**src/hw/rtl/ghcb_pkg.sv**
```systemverilog
`timescale 1ns / 1ps
// ----------------------------------------------------------------------------
// Gear hash chunker package
// Shared types, operation codes and defaults for the content-defined chunker.
// ----------------------------------------------------------------------------
package ghcb_pkg;

  localparam int DEFAULT_LANES       = 4;
  localparam int DEFAULT_COUNT_WIDTH = 32;

  localparam int GEAR_WIDTH  = 32;
  localparam int LEN_WIDTH   = 32;
  localparam int BYTE_WIDTH  = 8;
  localparam int TABLE_DEPTH = 256;
  localparam int MASK_WIDTH  = 5;

  localparam logic [MASK_WIDTH-1:0] MASK_BITS_RESET = 5'd13;

  localparam logic [1:0] OP_DATA  = 2'd0;
  localparam logic [1:0] OP_TABLE = 2'd1;
  localparam logic [1:0] OP_END   = 2'd2;

  typedef struct packed {
    logic [1:0]            operation;
    logic [BYTE_WIDTH-1:0] byte_value;
    logic [GEAR_WIDTH-1:0] table_word;
  } in_item_t;

  typedef struct packed {
    logic [LEN_WIDTH-1:0] chunk_length;
    logic                 is_final;
  } out_item_t;

  typedef struct packed {
    logic                  fire;
    logic [1:0]            operation;
    logic [GEAR_WIDTH-1:0] gear;
  } step_t;

  typedef struct packed {
    logic      emit;
    out_item_t item;
  } chunk_result_t;

endpackage

```
**src/hw/rtl/ghcb_chunker.sv**
```systemverilog
`timescale 1ns / 1ps
// ----------------------------------------------------------------------------
// Gear chunker core
// Holds the lane fingerprints and byte count and decides chunk boundaries.
// ----------------------------------------------------------------------------
module ghcb_chunker
  import ghcb_pkg::*;
#(
  parameter int LANES       = DEFAULT_LANES,
  parameter int COUNT_WIDTH = DEFAULT_COUNT_WIDTH
) (
  input  logic                  clk,
  input  logic                  rst,
  input  logic [MASK_WIDTH-1:0] mask_bits,
  input  step_t                 step,
  output chunk_result_t         res
);

  localparam int LANE_W = (LANES > 1) ? $clog2(LANES) : 1;
  localparam logic [LANE_W-1:0] LANE_LAST = LANE_W'(LANES - 1);

  logic [GEAR_WIDTH-1:0]  lanes [LANES];
  logic [COUNT_WIDTH-1:0] count;
  logic [LANE_W-1:0]      lane_idx;

  logic [GEAR_WIDTH-1:0]        fp_new;
  logic [GEAR_WIDTH-1:0]        mask;
  logic                         hit;
  logic                         count_sat;
  logic [COUNT_WIDTH-1:0]       count_inc;
  logic [LANE_W-1:0]            lane_inc;
  logic [COUNT_WIDTH+31:0]      ext_inc;
  logic [COUNT_WIDTH+31:0]      ext_cur;
  logic [LEN_WIDTH-1:0]         len_inc;
  logic [LEN_WIDTH-1:0]         len_cur;

  always_comb begin
    fp_new    = {lanes[lane_idx][GEAR_WIDTH-2:0], 1'b0} + step.gear;
    mask      = (GEAR_WIDTH'(1) << mask_bits) - GEAR_WIDTH'(1);
    hit       = (fp_new & mask) == mask;
    count_sat = &count;
    count_inc = count_sat ? count : count + COUNT_WIDTH'(1);
    lane_inc  = count_sat ? lane_idx :
                (lane_idx == LANE_LAST) ? '0 : lane_idx + LANE_W'(1);
    ext_inc   = (COUNT_WIDTH + 32)'(count_inc);
    ext_cur   = (COUNT_WIDTH + 32)'(count);
    len_inc   = (|ext_inc[COUNT_WIDTH+31:32]) ? '1 : ext_inc[31:0];
    len_cur   = (|ext_cur[COUNT_WIDTH+31:32]) ? '1 : ext_cur[31:0];
  end

  always_comb begin
    res = '0;
    if (step.fire) begin
      case (step.operation)
        OP_DATA: begin
          res.emit              = hit;
          res.item.chunk_length = len_inc;
          res.item.is_final     = 1'b0;
        end
        OP_END: begin
          res.emit              = |count;
          res.item.chunk_length = len_cur;
          res.item.is_final     = 1'b1;
        end
        default: begin
          res.emit = 1'b0;
        end
      endcase
    end
  end

  always_ff @(posedge clk) begin
    if (rst) begin
      for (int i = 0; i < LANES; i++) begin
        lanes[i] <= '0;
      end
      count    <= '0;
      lane_idx <= '0;
    end else if (step.fire) begin
      case (step.operation)
        OP_DATA: begin
          if (hit) begin
            for (int i = 0; i < LANES; i++) begin
              lanes[i] <= '0;
            end
            count    <= '0;
            lane_idx <= '0;
          end else begin
            lanes[lane_idx] <= fp_new;
            count           <= count_inc;
            lane_idx        <= lane_inc;
          end
        end
        OP_END: begin
          for (int i = 0; i < LANES; i++) begin
            lanes[i] <= '0;
          end
          count    <= '0;
          lane_idx <= '0;
        end
        default: begin
        end
      endcase
    end
  end

endmodule

```
**config.mk**
```make
export PLATFORM = sky130hd
export DESIGN_NAME = ghcb_chunker
export DESIGN_NICKNAME = d
export VERILOG_FILES = /design/src/hw/rtl/ghcb_pkg.sv /design/src/hw/rtl/ghcb_chunker.sv
export SDC_FILE = /design/constraint.sdc
export NUM_CORES = 1
export LEC_CHECK = 0
export BUFFER_PORTS_ARGS = -buffer_cell sky130_fd_sc_hd__clkbuf_2
export CORE_UTILIZATION = 53
export CTS_CLUSTER_DIAMETER = 120
export DETAILED_ROUTE_END_ITERATION = 8
export PLACE_DENSITY = 0.85
export REMOVE_ABC_BUFFERS = 1
export SYNTH_ARGS = -nofsm -noshare
export SYNTH_HDL_FRONTEND = slang
export SYNTH_SLANG_ARGS = --single-unit
export TNS_END_PERCENT = 20
```
**constraint.sdc**
```tcl
create_clock -name clk -period 5.2 [get_ports clk]
set_input_delay 0.26 -clock clk [delete_from_list [all_inputs] [get_ports clk]]
set_output_delay 0.26 -clock clk [all_outputs]
set_load 0.02 [all_outputs]
```
Yosys cells after proc, flatten, opt, wreduce, memory -nomap -nowiden --
Memories as Yosys holds them, arrays and structs flattened. A register that Yosys moved wholly into a read port is not among the register bits. Index checks and enable logic that the tools add are counted. W data, S select, Z words.
Storage, ports and cells: register bits after elaboration 34, bits in latches 0, RAM bits 128, memory bits (read-only) 0, input port bits 42, output and inout bits 34, memories 1
Cells by class: add/subtract/negate cells 4, multiply operators 0, div/mod/pow operators 0, order comparisons 0, equal/unequal tests 4, shift operators 1, muxes and demuxes 39, bitwise gates (word level) 9, reduce and logical (&&, ||, !) cells 7
Memory list:
- lanes | depth 4, bits a word 32, rd ports 1, clocked after Yosys merged registers in 1, write ports 4, line ghcb_chunker.sv:22 | logic [GEAR_WIDTH-1:0] lanes [LANES];
Operators by type and width (count):
- $mux W32 | 11
- $pmux W33 S2 | 1
- $pmux W32 S2 | 1
- $reduce_or A32 Y1 | 2
- $mux W34 | 1
- $add A32 B1 Y32 const B | 1
- $add A32 B32 Y32 | 1
- $and A32 B32 Y32 | 1
- $eq A32 B32 Y1 | 1
- $reduce_and A32 Y1 | 1
- $shl A1 B5 Y32 const A | 1
- $sub A32 B2 Y32 const B | 1
- $mux W1 | 17
- $mux W2 | 6
- $or A1 B1 Y1 | 8
- $eq A2 B2 Y1 const B | 2
- $pmux W2 S2 | 1
- $ne A3 B3 Y1 const B | 1
- $reduce_and A3 Y1 | 1
- $add A2 B1 Y2 const B | 1
- $logic_not A2 Y1 | 1
- $pmux W1 S2 | 1
- $reduce_and A2 Y1 | 1
- $reduce_bool A2 Y1 | 1

Logic depth before layout (Yosys ltp) --
Gate-level depths: netlist of the first run.
depth after elaboration 12, depth in mapped cells 21, mapped depth without buffers 15

Worst setup path after synthesis of the first run --
No wires, ideal clock.
path kind register to register, from reg with a tool-made name, to mem lanes[1][0] (enable), library setup time 0.387 ns, arrival 5.248 ns, setup slack -0.436 ns, cell stages (with the launch flop) 18, path buffers 3, period minus slack after synthesis 5.636 ns, cell sequence dfxtp_1 > buf_1 > mux4_2 > ha_1 > fa_1 > a211oi_2 > o21ai_1 > a21oi_1 > o21bai_1 > nor3b_1 > a211o_1 > a32oi_1 > o21a_1 > a211o_2 > or3b_1 > buf_4 > buf_6 > nand2_1
RTL lines (line):
- end, declared | ghcb_chunker.sv:22

==> reports/results.tsv, run 1 <==
metric	value	unit
critical path's slowest cell	mux4_2	
Yosys reg bits	156	
Post-Place Cells	1342	
Residual DRC	0	
Clock Tree Buf Depth	2	
Worst Setup Start Kind	register	
most common flop cell mapped by yosys	edfxtp_1	
Setup crit end kind	output pin	
I/O pin total	76	
commonest cells after routing, fill and taps aside	186 x nor2_1, 120 x edfxtp_1, 110 x nand2_1	
post-synthesis cell type count	76	
Hold/Removal Path Class	in2reg	
# diodes	0	
Post-DRT Antenna Nets	0	
row count	50	
WP depth	14	
WHS	0.254	ns
required time worst endpoint	4.94	ns
IO Port Bufs	74	
pwr dens	316	nW/um^2
Worst Tran Pin Value	0.951	ns
Placement Cell Area	10700	um^2
clock sink total	156	
CTS buffer count	17	
Vias	8819	
die extent in x	140	um
P&R area growth vs syn	12.3	%
R2R depth	16	
EDFF count, synth	120	
Fin. Hold Viols	0	
CP cell instances	mux4_2 -> ha_1 -> fa_1 -> a211oi_2 -> nor2_1 -> xnor2_1 -> a22oi_1 -> o21ai_0 -> or4_1 -> nor4_1 -> o2111a_2 -> a21oi_1 -> nor2_1 -> clkbuf_2	
DR pass1 iterations	8	
VDD IR-drop max	0.244	mV
Synth Instances	1086	
number of DRC markers in iteration 0	1014	
Arrival @ worst endpoint	4.72	ns
Final Skew	0.00996	ns
Setup violations, final	0	
Mapped Area	10100	um^2
core footprint	18700	um^2
Overall Power	3570	uW
nets@finish	1204	
CTS resizes	0	
Remaining Overflow, GRT	0	
largest net degree at the start of global routing	58	
Die Ht	140	um
Critical Path Max Stage Delay	0.52	ns
# hold bufs at CTS	0	
Crit Path Max Fanout	5	
Critical path buffers and inverters	1	
syn avg cell area	9.29	um^2
post-synthesis sequential area ratio	42.9	%
ys async rst share	0	%
Setup TNS	0	ns
Final Instance Area	11300	um^2
Max-Cap Viols	0	
hpwl dp	18000	um
Post-CTS Setup Bufs	0	
Warnings, synthesis	0	
fin cells	1373	
first-pass GRT wire length	42400	um
vias per cell	6.42	
hold path depth	3	
fill count	1529	
Slew headroom	36.6	%
antenna violations before repair	0	
fraction of layout cells with a size suffix above 1	16.9	%
GPL Wtd Cong	0.960	
Max Slew Vio Count	0	
delay-heaviest family, CP	simple AND/OR/NAND/NOR gates	
Reg clk slew, reported paths	0.06	ns
H-Tree Depth	4	
routed wire length	26700	um
Root Buffer	clkbuf_16	
unrepaired setup endpoints after global routing	no	
mean routed wirelength per cell	19.5	um
crit path time final	4.98	ns
Total GRT Usage	27.7	%
kind of critical path	reg2out	
crit share post-route	95.7	%
Fmax	0.201	GHz
leakage power	0.00412	uW
Skew-Pair Late Insertion Delay	0.44	ns
Most common cell on crit path	nor2_1	
CTS tree	built	
starting density of the core	53.9	%
status	finished clean	
via count of the first global-routing pass	8341	
DIE AREA	19600	um^2
commonest non-fill, non-tap cell in the layout	nor2_1	
## worst paths after layout
kind,from,end,slack (ns)
setup / recovery,register,res[33],0.22
hold / removal,step[0],lanes[3][0]$_SDFFCE_PN0P_,0.25
setup reg to reg,register,lanes[3][29]$_SDFFCE_PN0P_,0.23
hold reg to reg,count[28]$_SDFFE_PP0P_,count[28]$_SDFFE_PP0P_,0.55
## metal layers
layer | global-route usage [%] | routed length [um] | part of all wire (%)
met1 | 35.4 | 11000 | 41
met3 | 4.92 | 2130 | 8.0
met5 | 0 | 0 | 0
met2 | 45.6 | 12700 | 48
met4 | 13.5 | 853 | 3.2
## tightest hold or removal path, stage by stage
cell and delay, ns:
clkbuf_2 0.13, inv_1 0.09, nor2_1 0.10
## report_power, final
part	switching (uW)	total [uW]	internal, uW
sequential	16.9	1420	1400
clock	504	1350	844
combinational	518	807	289
total	1040	3570	2540
## flip-flops by register name, indices dropped and copies added (netlist names), named ones only
register  cells
lane_idx      2
count        32
lanes       120
## through the flow
| stage | setup WS (ns) | util, % |
|---|---|---|
| after floorplan | -1.89 | - |
| after global placement | 0.266 | 57.0 |
| after detailed placement | 0.199 | 57.0 |
| after CTS | 0.134 | 60.3 |
| after global routing | 0.0143 | 60.6 |
| final | 0.224 | 60.6 |
## area by class of cell
class / count / area [um^2] / share of cell area, %
multi-input combinational: 823 / 5330 / 47.0
sequential: 156 / 4330 / 38.2
timing repair buffer: 109 / 683 / 6.03
clock buffer: 18 / 429 / 3.79
tap: 234 / 293 / 2.58
clock inverter: 13 / 199 / 1.76
inverter: 20 / 75.1 / 0.663
## Yosys cell counts, types with 4 or more instances
master	count	share of area [%]
nor2_1	187	7.0
xor2_1	11	0.95
nand4_1	18	1.1
o31ai_1	5	0.37
a31oi_1	4	0.25
inv_1	20	0.74
mux4_2	30	6.7
nor3_1	8	0.40
xnor2_1	22	1.9
a22oi_1	5	0.37
o21bai_1	6	0.45
nor2b_1	4	0.25
and2_1	7	0.43
o311ai_1	6	0.52
nor4_1	15	0.93
buf_1	5	0.19
clkbuf_1	48	1.8
a21o_1	8	0.60
a32oi_1	6	0.52
a21oi_1	69	3.4
a22o_1	4	0.35
o21ai_1	9	0.45
dfxtp_1	36	7.1
o311ai_0	20	1.7
buf_6	4	0.45
o21ai_0	51	2.5
o32ai_1	4	0.35
or3_1	33	2.0
ha_1	34	4.2
o22ai_1	4	0.25
nand3_1	56	2.8
and3_1	7	0.43
nand2b_1	6	0.37
buf_2	21	1.0
o221ai_1	5	0.43
o211ai_1	8	0.60
or2_2	6	0.37
nand2_1	110	4.1
buf_4	7	0.52
edfxtp_1	120	36
## kinds of logic after synthesis
kind of cell             after synthesis  share of synthesized area, %
AND/OR/NAND/NOR                      481                          22.2
AO/OA/AOI/OAI                        239                          15.5
XOR/XNOR                              35                          3.19
adder cells (fa/ha/maj)               35                          4.41
buffers and inverters                107                          4.82
flip-flops                           156                          42.9
multiplexers                          33                          7.01
Power figures use the tool's default switching activity.
==> inputs of run 2 (changes only) <==
--- a/config.mk
+++ b/config.mk
@@ -8,2 +8,3 @@
 export BUFFER_PORTS_ARGS = -buffer_cell sky130_fd_sc_hd__clkbuf_2
+export CAP_MARGIN = 20
 export CORE_UTILIZATION = 53
==> constraint.sdc (replaced) <==
create_clock -name clk -period 5.2 [get_ports clk]
set_input_delay 0.52 -clock clk [delete_from_list [all_inputs] [get_ports clk]]
set_output_delay 0.52 -clock clk [all_outputs]
set_load 0.02 [all_outputs]
==> run 2 against run 1 <==
Combinational power grew 2.7%. Flip-flop and latch count is the same. Register-to-register slack lost 0.07 ns. Cell count grew 0.44%. Critical path type unchanged. Critical endpoint unchanged.
==> reports/results.tsv, run 2 (synthesized netlist as in run 1, its figures left out) <==
metric	value	unit
antenna violations before repair	0	
mean routed wirelength per cell	19.5	um
via count of the first global-routing pass	8242	
Final Skew	0.0115	ns
Final Instance Area	11400	um^2
H-Tree Depth	4	
DIE AREA	19600	um^2
commonest non-fill, non-tap cell in the layout	nor2_1	
number of DRC markers in iteration 0	845	
worst path setup slack after routing	0.127	ns
Worst Tran Pin Value	0.934	ns
delay-heaviest family, CP	compound AO/OA/AOI/OAI gates	
Overall Power	3530	uW
vias per cell	6.40	
core footprint	18700	um^2
Placement Cell Area	10700	um^2
required time worst endpoint	4.68	ns
critical path's slowest cell	mux4_2	
CTS buffer count	17	
Worst Setup Start Kind	register	
Critical path buffers and inverters	2	
Die Ht	140	um
Post-DRT Antenna Nets	0	
fraction of layout cells with a size suffix above 1	18.3	%
nets@finish	1209	
CP cell instances	buf_12 -> mux4_2 -> ha_1 -> o21ai_0 -> a2111oi_4 -> nand3_1 -> o211ai_1 -> xnor2_1 -> a22o_1 -> nor4_1 -> o2111a_2 -> a21oi_1 -> nor2_1 -> clkbuf_2	
Root Buffer	clkbuf_16	
commonest cells after routing, fill and taps aside	186 x nor2_1, 120 x edfxtp_1, 110 x nand2_1	
Max-Cap Viols	0	
kind of critical path	reg2out	
Setup violations, final	0	
unrepaired setup endpoints after global routing	yes	
Crit Path Max Fanout	16	
fin cells	1379	
Vias	8828	
clock sink total	156	
first-pass GRT wire length	42300	um
Fin. Hold Viols	0	
Setup crit end kind	output pin	
Top reg by flops	lanes	
hpwl dp	18100	um
DR pass1 iterations	5	
crit path time final	5.07	ns
Post-Place Cells	1341	
R2R depth	15	
largest registers	lanes x120, count x32, lane_idx x2	
Fmax	0.197	GHz
crit share post-route	97.6	%
Slew headroom	37.7	%
WP depth	14	
Total GRT Usage	27.7	%
P&R area growth vs syn	13.1	%
die extent in x	140	um
starting density of the core	53.9	%
leakage power	0.00413	uW
GPL Wtd Cong	0.960	
critical path endpoint	res[33]	
row count	50	
Max Slew Vio Count	0	
Residual DRC	0	
I/O pin total	76	
pre-CTS setup slack	0.152	ns
# hold bufs at CTS	0	
largest net degree at the start of global routing	58	
Reg clk slew, reported paths	0.06	ns
Arrival @ worst endpoint	4.55	ns
Largest register FFs	120	
Remaining Overflow, GRT	0	
pwr dens	309	nW/um^2
Clock Tree Buf Depth	2	
routed wire length	26900	um
Hold/Removal Path Class	in2reg	
Critical Path Max Stage Delay	0.52	ns
r2r setup slk	0.16	ns
Worst R2R End	lanes[2][18]$_SDFFCE_PN0P_	
CTS tree	built	
status	finished clean	
Skew-Pair Late Insertion Delay	0.43	ns
IO Port Bufs	74	
VDD IR-drop max	0.231	mV
# diodes	0	
==> run 2: cell types whose count changed in the layout (fill, tap and decap cells not counted), moves of 2 or more <==
cell	previous run	this run
a21oi_1	69	67
a21oi_2	1	3
buf_4	31	34
bufinv_16	5	3
clkinv_2	3	1
clkinvlp_4	0	3
inv_6	0	3
o21ai_1	9	7
o21ai_2	0	3
==> run 2: per-layer routing <==
layer	wire length [um]	vias up	global-route usage, %
met5	0	-	0
met4	727	0	11.7
met3	2020	61	4.99
met2	13300	420	46.2
met1	10800	4219	35.4
li1	-	4128	-
==> run 2: stage by stage <==
step	utilization [%]	TNS, ns	hold slack (ns)
2_1_floorplan	-	-254.42	0.489
3_3_place_gp	57.0	0	0.522
3_5_place_dp	57.0	0	0.535
4_1_cts	60.2	0	0.504
5_1_grt	61.0	-0.166	0.535
6_report	61.0	0	0.521
==> run 2: layout make-up <==
cell class / count / area [um^2]
Fill cell: 1537 / 7300
Multi-Input combinational cell: 823 / 5380
Sequential cell: 156 / 4330
Timing Repair Buffer: 114 / 741
Clock buffer: 18 / 429
Tap cell: 234 / 293
Clock inverter: 14 / 169
Inverter: 20 / 75.1
==> run 2: worst min-delay path by stage <==
stage | from | to | slack [ns] | depth (start not counted)
final | step[0] | lanes[2][0]$_SDFFCE_PN0P_ | 0.52 | 3
after global routing | step[32] | register | 0.53 | 4
after CTS | step[0] | lanes[1][0]$_SDFFCE_PN0P_ | 0.50 | 3
after detailed placement | count[28]$_SDFFE_PP0P_ | count[28]$_SDFFE_PP0P_ | 0.53 | 2
after global placement | count[28]$_SDFFE_PP0P_ | count[28]$_SDFFE_PP0P_ | 0.52 | 2
after floorplan | lane_idx[1]$_SDFFE_PP0P_ | register | 0.49 | 2
==> run 2: worst register-to-register path: stages (launching register included) <==
cell and delay (ns):
dfxtp_2 0.39, buf_12 0.20, mux4_2 0.53, ha_1 0.39
o21ai_0 0.53, a2111oi_4 0.19, nand3_1 0.15, o211ai_1 0.15
xnor2_1 0.54, a22o_1 0.24, nor4_1 0.05, o2111a_2 0.20
a211o_2 0.34, or3b_1 0.38, nand2_1 0.14, buf_4 0.30
==> run 2: report_power, final <==
part | switching, uW | internal [uW] | total [uW]
registers | 17.5 | 1400 | 1420
logic | 529 | 300 | 829
clock network | 522 | 756 | 1280
==> run 2: repair_timing <==
action                                  CTS  global route
buffers inserted                          0             6
resized for setup                         1            19
pin swaps                                 0             9
endpoints found under the setup margin    1           117
